$ cat config.mk
export PLATFORM = sky130hd
export DESIGN_NAME = key_press_duration_classifier_top
export DESIGN_NICKNAME = d
export VERILOG_FILES = /design/src/rtl/kpdc_pkg.sv /design/src/rtl/key_press_duration_classifier_top.sv /design/src/rtl/kpdc_lane.sv /design/src/rtl/kpdc_merge.sv
export SDC_FILE = /design/constraint.sdc
export NUM_CORES = 2
export LEC_CHECK = 0
export BUFFER_PORTS_ARGS = -buffer_cell sky130_fd_sc_hd__buf_2
export CORE_MARGIN = 3
export CORE_UTILIZATION = 30
export DETAILED_ROUTE_END_ITERATION = 6
export GPL_ROUTABILITY_DRIVEN = 0
export PLACE_DENSITY = 0.42
export SYNTH_ARGS = -nofsm -noshare
export SYNTH_HDL_FRONTEND = slang
export SYNTH_HIERARCHICAL = 1
export SYNTH_SLANG_ARGS = --single-unit
$ cat constraint.sdc
create_clock -name clk -period 13.8 [get_ports clk]
set_clock_uncertainty 0.05 [all_clocks]
set_input_delay 2.76 -clock clk [delete_from_list [all_inputs] [get_ports clk]]
set_output_delay 2.76 -clock clk [all_outputs]
set_load 0.01 [all_outputs]
$ cat src/rtl/kpdc_pkg.sv
`default_nettype none
package kpdc_pkg;

  localparam int COUNT_BITS_DEF = 21;
  localparam int TICK_BITS      = 20;
  localparam int KEY_LANES      = 9;
  localparam int KNOB_LANES     = 6;
  localparam int LANES          = KEY_LANES + KNOB_LANES;

  localparam logic [TICK_BITS-1:0] SHORT_TICKS_RST = 20'd1000;
  localparam logic [TICK_BITS-1:0] LONG_TICKS_RST  = 20'd96000;
  localparam logic                 SIX_KEY_RST     = 1'b1;

  localparam logic [17:0] FOOT_GROUP_MASK  = 18'h3F000;
  localparam logic [17:0] FRONT_GROUP_MASK = 18'h00FFF;

  typedef enum logic [1:0] {
    EVT_NONE  = 2'd0,
    EVT_SHORT = 2'd1,
    EVT_LONG  = 2'd2
  } evt_t;

  typedef enum logic [1:0] {
    REG_SHORT_TICKS = 2'd0,
    REG_LONG_TICKS  = 2'd1,
    REG_SIX_KEY     = 2'd2
  } reg_idx_t;

  // Press thresholds shared by every lane
  typedef struct packed {
    logic [TICK_BITS-1:0] short_ticks;
    logic [TICK_BITS-1:0] long_ticks;
  } thresh_t;

endpackage
`default_nettype wire

$ cat src/rtl/key_press_duration_classifier_top.sv
`default_nettype none
// Key press duration classifier.
// Input stream (in_*): one item per sample tick carrying the raw active-low
// levels of six front keys, two foot switches and six knob push keys.
// Output stream (out_*): one item per input item with a 2-bit event code per
// channel (0 none, 1 short press, 2 long press) for that tick only.
// Fifteen counter lanes run side by side, one per channel; the foot lines are
// decoded into three exclusive channels (one only, two only, both). A merge
// stage packs the lane codes and, with six-key mode off, applies the four-key remap.
// Each result is registered in the output register as its item is accepted.
// Throughput: one item per cycle; the lane counters plus the output register
// set that figure, and a new item is accepted whenever the output register
// is empty or being drained in the same cycle.
// Receiver stall: the pending result holds in the output register and
// in_tready drops until it is taken; counters advance only on accepted items.
// Reset (synchronous, rst_n low): all hold counts clear, the output register
// empties, thresholds return to 1000 / 96000 ticks and six-key mode is set.
// Configuration: APB registers at 0x0 short_ticks, 0x4 long_ticks,
// 0x8 six_key_mode; write them only while the block is idle.
module key_press_duration_classifier_top #(
  parameter int COUNT_BITS = kpdc_pkg::COUNT_BITS_DEF
) (
  input  wire logic        clk,
  input  wire logic        rst_n,
  input  wire logic        in_tvalid,
  output logic             in_tready,
  input  wire logic [15:0] in_tdata,   // key_levels[5:0], foot_levels[7:6], knob_key_levels[13:8]
  output logic             out_tvalid,
  input  wire logic        out_tready,
  output logic [31:0]      out_tdata,  // key_events[17:0], knob_key_events[29:18]
  input  wire logic        cfg_psel,
  input  wire logic        cfg_penable,
  input  wire logic        cfg_pwrite,
  input  wire logic [3:0]  cfg_paddr,
  input  wire logic [31:0] cfg_pwdata,
  output logic [31:0]      cfg_prdata,
  output logic             cfg_pready
);
  import kpdc_pkg::*;

  // ---------------------------------------------------------------- config
  logic [TICK_BITS-1:0] short_ticks_r;
  logic [TICK_BITS-1:0] long_ticks_r;
  logic                 six_key_r;
  logic                 cfg_wr;
  reg_idx_t             cfg_idx;
  thresh_t              thresh;

  assign cfg_pready = 1'b1;
  assign cfg_wr     = cfg_psel & cfg_penable & cfg_pwrite & cfg_pready;
  assign cfg_idx    = reg_idx_t'(cfg_paddr[3:2]);

  always_ff @(posedge clk) begin
    if (!rst_n) begin
      short_ticks_r <= SHORT_TICKS_RST;
      long_ticks_r  <= LONG_TICKS_RST;
      six_key_r     <= SIX_KEY_RST;
    end else if (cfg_wr) begin
      unique case (cfg_idx)
        REG_SHORT_TICKS: short_ticks_r <= cfg_pwdata[TICK_BITS-1:0];
        REG_LONG_TICKS:  long_ticks_r  <= cfg_pwdata[TICK_BITS-1:0];
        REG_SIX_KEY:     six_key_r     <= cfg_pwdata[0];
        default: ;  // unmapped address: drop the write
      endcase
    end
  end

  always_comb begin
    unique case (cfg_idx)
      REG_SHORT_TICKS: cfg_prdata = 32'(short_ticks_r);
      REG_LONG_TICKS:  cfg_prdata = 32'(long_ticks_r);
      REG_SIX_KEY:     cfg_prdata = 32'(six_key_r);
      default:         cfg_prdata = '0;
    endcase
  end

  assign thresh.short_ticks = short_ticks_r;
  assign thresh.long_ticks  = long_ticks_r;

  // ---------------------------------------------------------------- lanes
  logic             accept;
  logic [1:0]       foot_pressed;
  logic [LANES-1:0] held;
  evt_t             lane_evt [LANES];

  assign in_tready    = !out_tvalid || out_tready;
  assign accept       = in_tvalid && in_tready;
  assign foot_pressed = ~in_tdata[7:6];

  // Decode the foot pair into three exclusive channels
  always_comb begin
    held[5:0]   = ~in_tdata[5:0];
    held[6]     = (foot_pressed == 2'b01);
    held[7]     = (foot_pressed == 2'b10);
    held[8]     = (foot_pressed == 2'b11);
    held[14:9]  = ~in_tdata[13:8];
  end

  for (genvar g = 0; g < LANES; g++) begin : g_lane
    kpdc_lane #(
      .COUNT_BITS(COUNT_BITS)
    ) u_lane (
      .clk    (clk),
      .rst_n  (rst_n),
      .advance(accept),
      .held   (held[g]),
      .thresh (thresh),
      .evt    (lane_evt[g])
    );
  end

  // ---------------------------------------------------------------- merge
  logic [17:0] key_events;
  logic [11:0] knob_key_events;

  kpdc_merge u_merge (
    .lane_evt       (lane_evt),
    .six_key_mode   (six_key_r),
    .key_events     (key_events),
    .knob_key_events(knob_key_events)
  );

  // ---------------------------------------------------------------- output register
  logic        out_valid_r;
  logic [31:0] out_data_r;

  always_ff @(posedge clk) begin
    if (!rst_n) begin
      out_valid_r <= 1'b0;
    end else if (accept) begin
      out_valid_r <= 1'b1;
    end else if (out_tready) begin
      out_valid_r <= 1'b0;
    end
  end

  // load the new result on accept, otherwise hold
  always_ff @(posedge clk) begin
    if (accept) begin
      out_data_r <= {2'b00, knob_key_events, key_events};
    end
  end

  assign out_tvalid = out_valid_r;
  assign out_tdata  = out_data_r;

  // ---------------------------------------------------------------- checks
  a_reset_empty: assert property (@(posedge clk) !rst_n |=> !out_tvalid)
    else $error("output register not empty after reset");

  a_accept_fills: assert property (@(posedge clk) disable iff (!rst_n)
    accept |=> out_tvalid)
    else $error("accepted item produced no result");

  a_no_bad_code: assert property (@(posedge clk) disable iff (!rst_n)
    out_tvalid |-> ((out_tdata[29:0] & (out_tdata[29:0] >> 1) & 30'h15555555) == 30'd0))
    else $error("lane reported both short and long in one tick");

  a_pad_zero: assert property (@(posedge clk) disable iff (!rst_n)
    out_tvalid |-> (out_tdata[31:30] == 2'b00))
    else $error("output pad bits not zero");

endmodule
`default_nettype wire

$ cat src/rtl/kpdc_lane.sv
`default_nettype none
module kpdc_lane #(
  parameter int COUNT_BITS = kpdc_pkg::COUNT_BITS_DEF
) (
  input  wire logic              clk,
  input  wire logic              rst_n,
  input  wire logic              advance,
  input  wire logic              held,
  input  wire kpdc_pkg::thresh_t thresh,
  output kpdc_pkg::evt_t         evt
);
  import kpdc_pkg::*;

  localparam int EW = (COUNT_BITS > TICK_BITS + 1) ? COUNT_BITS : TICK_BITS + 1;

  logic [COUNT_BITS-1:0] cnt_r;
  logic [COUNT_BITS-1:0] cnt_nxt;
  logic [EW-1:0]         old_w;
  logic [EW-1:0]         sat_w;
  logic [EW-1:0]         cmax_w;
  logic [EW-1:0]         ceil_w;
  logic [EW-1:0]         next_w;
  logic [EW-1:0]         long_w;
  logic [EW-1:0]         short_w;

  always_comb begin
    old_w   = EW'(cnt_r);
    long_w  = EW'(thresh.long_ticks);
    short_w = EW'(thresh.short_ticks);
    sat_w   = long_w + EW'(1);
    cmax_w  = EW'({COUNT_BITS{1'b1}});
    ceil_w  = (sat_w < cmax_w) ? sat_w : cmax_w;
    next_w  = (old_w < ceil_w) ? old_w + EW'(1) : old_w;
    if (held) begin
      cnt_nxt = next_w[COUNT_BITS-1:0];
      evt     = (next_w != old_w && next_w == long_w) ? EVT_LONG : EVT_NONE;
    end else begin
      cnt_nxt = '0;
      evt     = (old_w > short_w && old_w < long_w) ? EVT_SHORT : EVT_NONE;
    end
  end

  // advance the hold count only on an accepted tick
  always_ff @(posedge clk) begin
    if (!rst_n) begin
      cnt_r <= '0;
    end else if (advance) begin
      cnt_r <= cnt_nxt;
    end
  end

endmodule
`default_nettype wire

$ cat src/rtl/kpdc_merge.sv
`default_nettype none
module kpdc_merge (
  input  wire kpdc_pkg::evt_t  lane_evt [kpdc_pkg::LANES],
  input  wire logic            six_key_mode,
  output logic [17:0]          key_events,
  output logic [11:0]          knob_key_events
);
  import kpdc_pkg::*;

  logic [17:0] word;

  always_comb begin
    for (int i = 0; i < KEY_LANES; i++) begin
      word[2*i +: 2] = lane_evt[i];
    end
    for (int i = 0; i < KNOB_LANES; i++) begin
      knob_key_events[2*i +: 2] = lane_evt[KEY_LANES + i];
    end
    // four-key panel: drop key one, shift the front keys down
    if (six_key_mode) begin
      key_events = word;
    end else begin
      key_events = (word & FOOT_GROUP_MASK) | ((word & FRONT_GROUP_MASK) >> 2);
    end
  end

endmodule
`default_nettype wire

==> flow_metrics.tcl <==
set metrics [dict create \
    firstDrtPassIters 5 \
    grt_use_total_pct 21.72 \
    maxCapViolCount 0 \
    worst_pin_slew_ps 1044 \
    die_w_um 439.0 \
    hp-class "reg -> reg" \
    synth_commonest_cells "ha_1, nand2_1, inv_1" \
    netlist.area_leader.share_pct 20.35 \
    synth_area_um2 56250 \
    grt_pass1_vias 52550 \
    nets 8426 \
    cts_tree "yes" \
    io_pins 126 \
    ys_types 86 \
    final.setup.tns_ps 0 \
    dp_hpwl_mm 154.0 \
    clock_latency_ps 700 \
    power_density_nw_per_um2 50.86 \
    synth_seq_area_share_pct 14.31 \
    finalHoldViolCount 0 \
    drive_gt1_share_pct 6.841 \
    yosys_most_used_dff "dfxtp_1" \
    finalPower_w 0.003112 \
    die_area_um2 192700 \
    clkSinkCount 387 \
    timing.rr.end "out_tdata[25]$_DFFE_PP_" \
    grt_pass1_wl_mm 328.1 \
    core_um2 185800 \
    grt_start_max_net_pins 103 \
    grt_setup_unrepaired "no" \
    fillers 19970 \
    finalMaxSlewViolations 0 \
    ys_warn_count 6 \
    status "finished clean" \
    via_per_inst 5.454 \
    routed_wl_mm 215.8 \
    vias 54430 \
    reg2reg_slack_ps 7100 \
    cts_buffer_depth 3 \
    setup.worst_path.start "cfg_paddr[2]" \
    antenna_found_initial 6 \
    reg2reg_depth 19 \
    cts_inserted_buffers 58 \
    synth_edf_count 30 \
    routedWlPerCell_um 21.62 \
    vdd_drop_max_v 0.00008516 \
    critPathCapture "cfg_prdata[0]" \
    syn_avg_cell_area_um2 7.487 \
    synth-async-reset-ratio_pct 0 \
    crit_arrival_ps 4000 \
    fin_crit_sh_pct 49.31 \
    p_leak_nw 25.81 \
    first_iter_violations 3413 \
    cts.clk_slew.worst_paths_ps 60 \
    yosys.area.top_type "ha_1" \
    yosysMostFrequentCell "ha_1" \
    ctsHoldBuffers 0 \
    htreeDepth 2 \
    endpoint_kind "output pin" \
    syn2layout_area_growth_pct 8.763 \
    rows 158 \
    ant_nets 0 \
    synth.area.top_cells "ha_1, dfxtp_1, xnor2_1" \
    postCtsSetupBuffers 0 \
    drc 0 \
    crit_type "in -> out" \
    setup_viol 0 \
    hp-start "out_tvalid$_SDFFE_PN0P_" \
    required_ps 10990 \
    cts_resized 0 \
    synth_cells 7513 \
    start_util_pct 30.27 \
    gr-total-overflow 0 \
    max_freq_mhz 146.9 \
    slew_headroom_pct 30.24 \
    die_y_um 439.0 \
    layout_min_cycle_time_ps 6805 \
    r2r-start "long_ticks_r[8]$_SDFFE_PN1P_" \
    crit_fanout 28 \
    yosys_register_bits 387 \
    cts_root_buffer "clkbuf_16" \
    crit_path_start_kind "input pin" \
    port_buffers 94 \
]
## logic make-up (layout without fill, tap and decap cells)
| logic type | Yosys count | after routing | share of synthesized area, % |
|---|---|---|---|
| and+or+nand+nor | 2734 | 2734 | 25.27 |
| AOI/OAI and AO/OA | 1709 | 1709 | 20.67 |
| buffers and inverters | 1021 | 994 | 7.522 |
| adders and majority gates | 915 | 915 | 20.35 |
| xor gates and xnor gates | 662 | 662 | 10.31 |
| DFF | 387 | 387 | 14.31 |
| muxes | 83 | 83 | 1.555 |
| other | 2 | 16 | 0.01335 |
## power breakdown
group | leakage [nW] | switching, W | internal, W
Combinational | 21.6 | 0.000231 | 0.000110
Clock | 0.974 | 0.000662 | 0.000951
Sequential | 3.20 | 0.0000206 | 0.00114
## cells in the final DEF (no fill, tap or decap), types with 23 or more instances in the layout
cell,count
o211ai_1,23
inv_1,682
and4_1,27
mux2i_1,72
buf_2,93
nor2_1,339
a31oi_1,31
nor2b_1,163
a22oi_1,23
nor3b_1,55
nand2b_1,24
or2_2,32
buf_4,107
a21o_1,171
nand4b_1,23
o31ai_1,27
nor3_1,341
ha_1,915
nor4_1,110
a211o_1,31
o21a_1,246
a21boi_0,185
a211oi_1,46
clkbuf_16,60
and3_1,85
nand4_1,244
or3_1,82
o21ai_0,297
dfxtp_1,317
nand2_1,739
xnor2_1,535
a21oi_1,394
xor2_1,127
o221ai_1,23
o22ai_1,25
edfxtp_1,30
nand3_1,333
o2111ai_1,27
## per-layer routing
| layer | vias to the layer above | part of all wire (%) | wire (µm) | track usage, % |
|---|---|---|---|---|
| met3 | 235 | 3.8 | 8152 | 2.096 |
| met4 | 2 | 2.8 | 6011 | 5.826 |
| met2 | 1032 | 46 | 98180 | 36.17 |
| met1 | 26260 | 48 | 103400 | 29.74 |
| met5 | - | 0.0051 | 11 | 0 |
| li1 | 26900 | - | - | - |
## layout make-up
cell class | instances | area (µm²) | area share [%]
sequential | 387 | 8148 | 13.32
antenna | 1 | 2.502 | 0.004090
timing repair buffer | 204 | 1344 | 2.196
multi-input combinational | 6118 | 44050 | 72.00
tap | 2480 | 3103 | 5.072
clock buffer | 81 | 1670 | 2.730
inverter | 683 | 2564 | 4.190
clock inverter | 26 | 301.5 | 0.4929
## flip-flops by register name (all words and copies together), names as in the netlist
name / cells
g_lane.u_lane/cnt_r: 315
long_ticks_r: 20
out_tdata: 30
out_tvalid: 1
short_ticks_r: 20
six_key_r: 1
## critical path, cell delays in order
cell and delay (ps):
buf_2 70, buf_4 420, mux2i_1 400, o22ai_1 130, buf_2 180
## worst min path at each step
stage                                              end  depth (start not counted)
2_1_floorplan  g_lane[13].u_lane/cnt_r[1]$_SDFFE_PN0P_                          2
3_3_place_gp                   out_tvalid$_SDFFE_PN0P_                          2
3_5_place_dp                   out_tvalid$_SDFFE_PN0P_                          2
4_1_cts                        out_tvalid$_SDFFE_PN0P_                          2
5_1_grt                        out_tvalid$_SDFFE_PN0P_                          2
6_report                       out_tvalid$_SDFFE_PN0P_                          2
## per-stage QoR
| stage | setup WS, ps | std cells | hold slack (ps) | utilization, % | area [µm²] |
|---|---|---|---|---|---|
| floorplan | 7431 | 7526 | 465.7 | - | 56300 |
| global placement | 6999 | 9872 | 464.0 | 31.86 | 59210 |
| detailed placement | 6990 | 9872 | 482.7 | 31.86 | 59210 |
| CTS | 6982 | 9979 | 492.6 | 32.92 | 61180 |
| global route | 6472 | 9979 | 536.1 | 32.92 | 61180 |
| finish | 6995 | 9980 | 489.7 | 32.92 | 61180 |
Power figures use the tool's default switching activity.
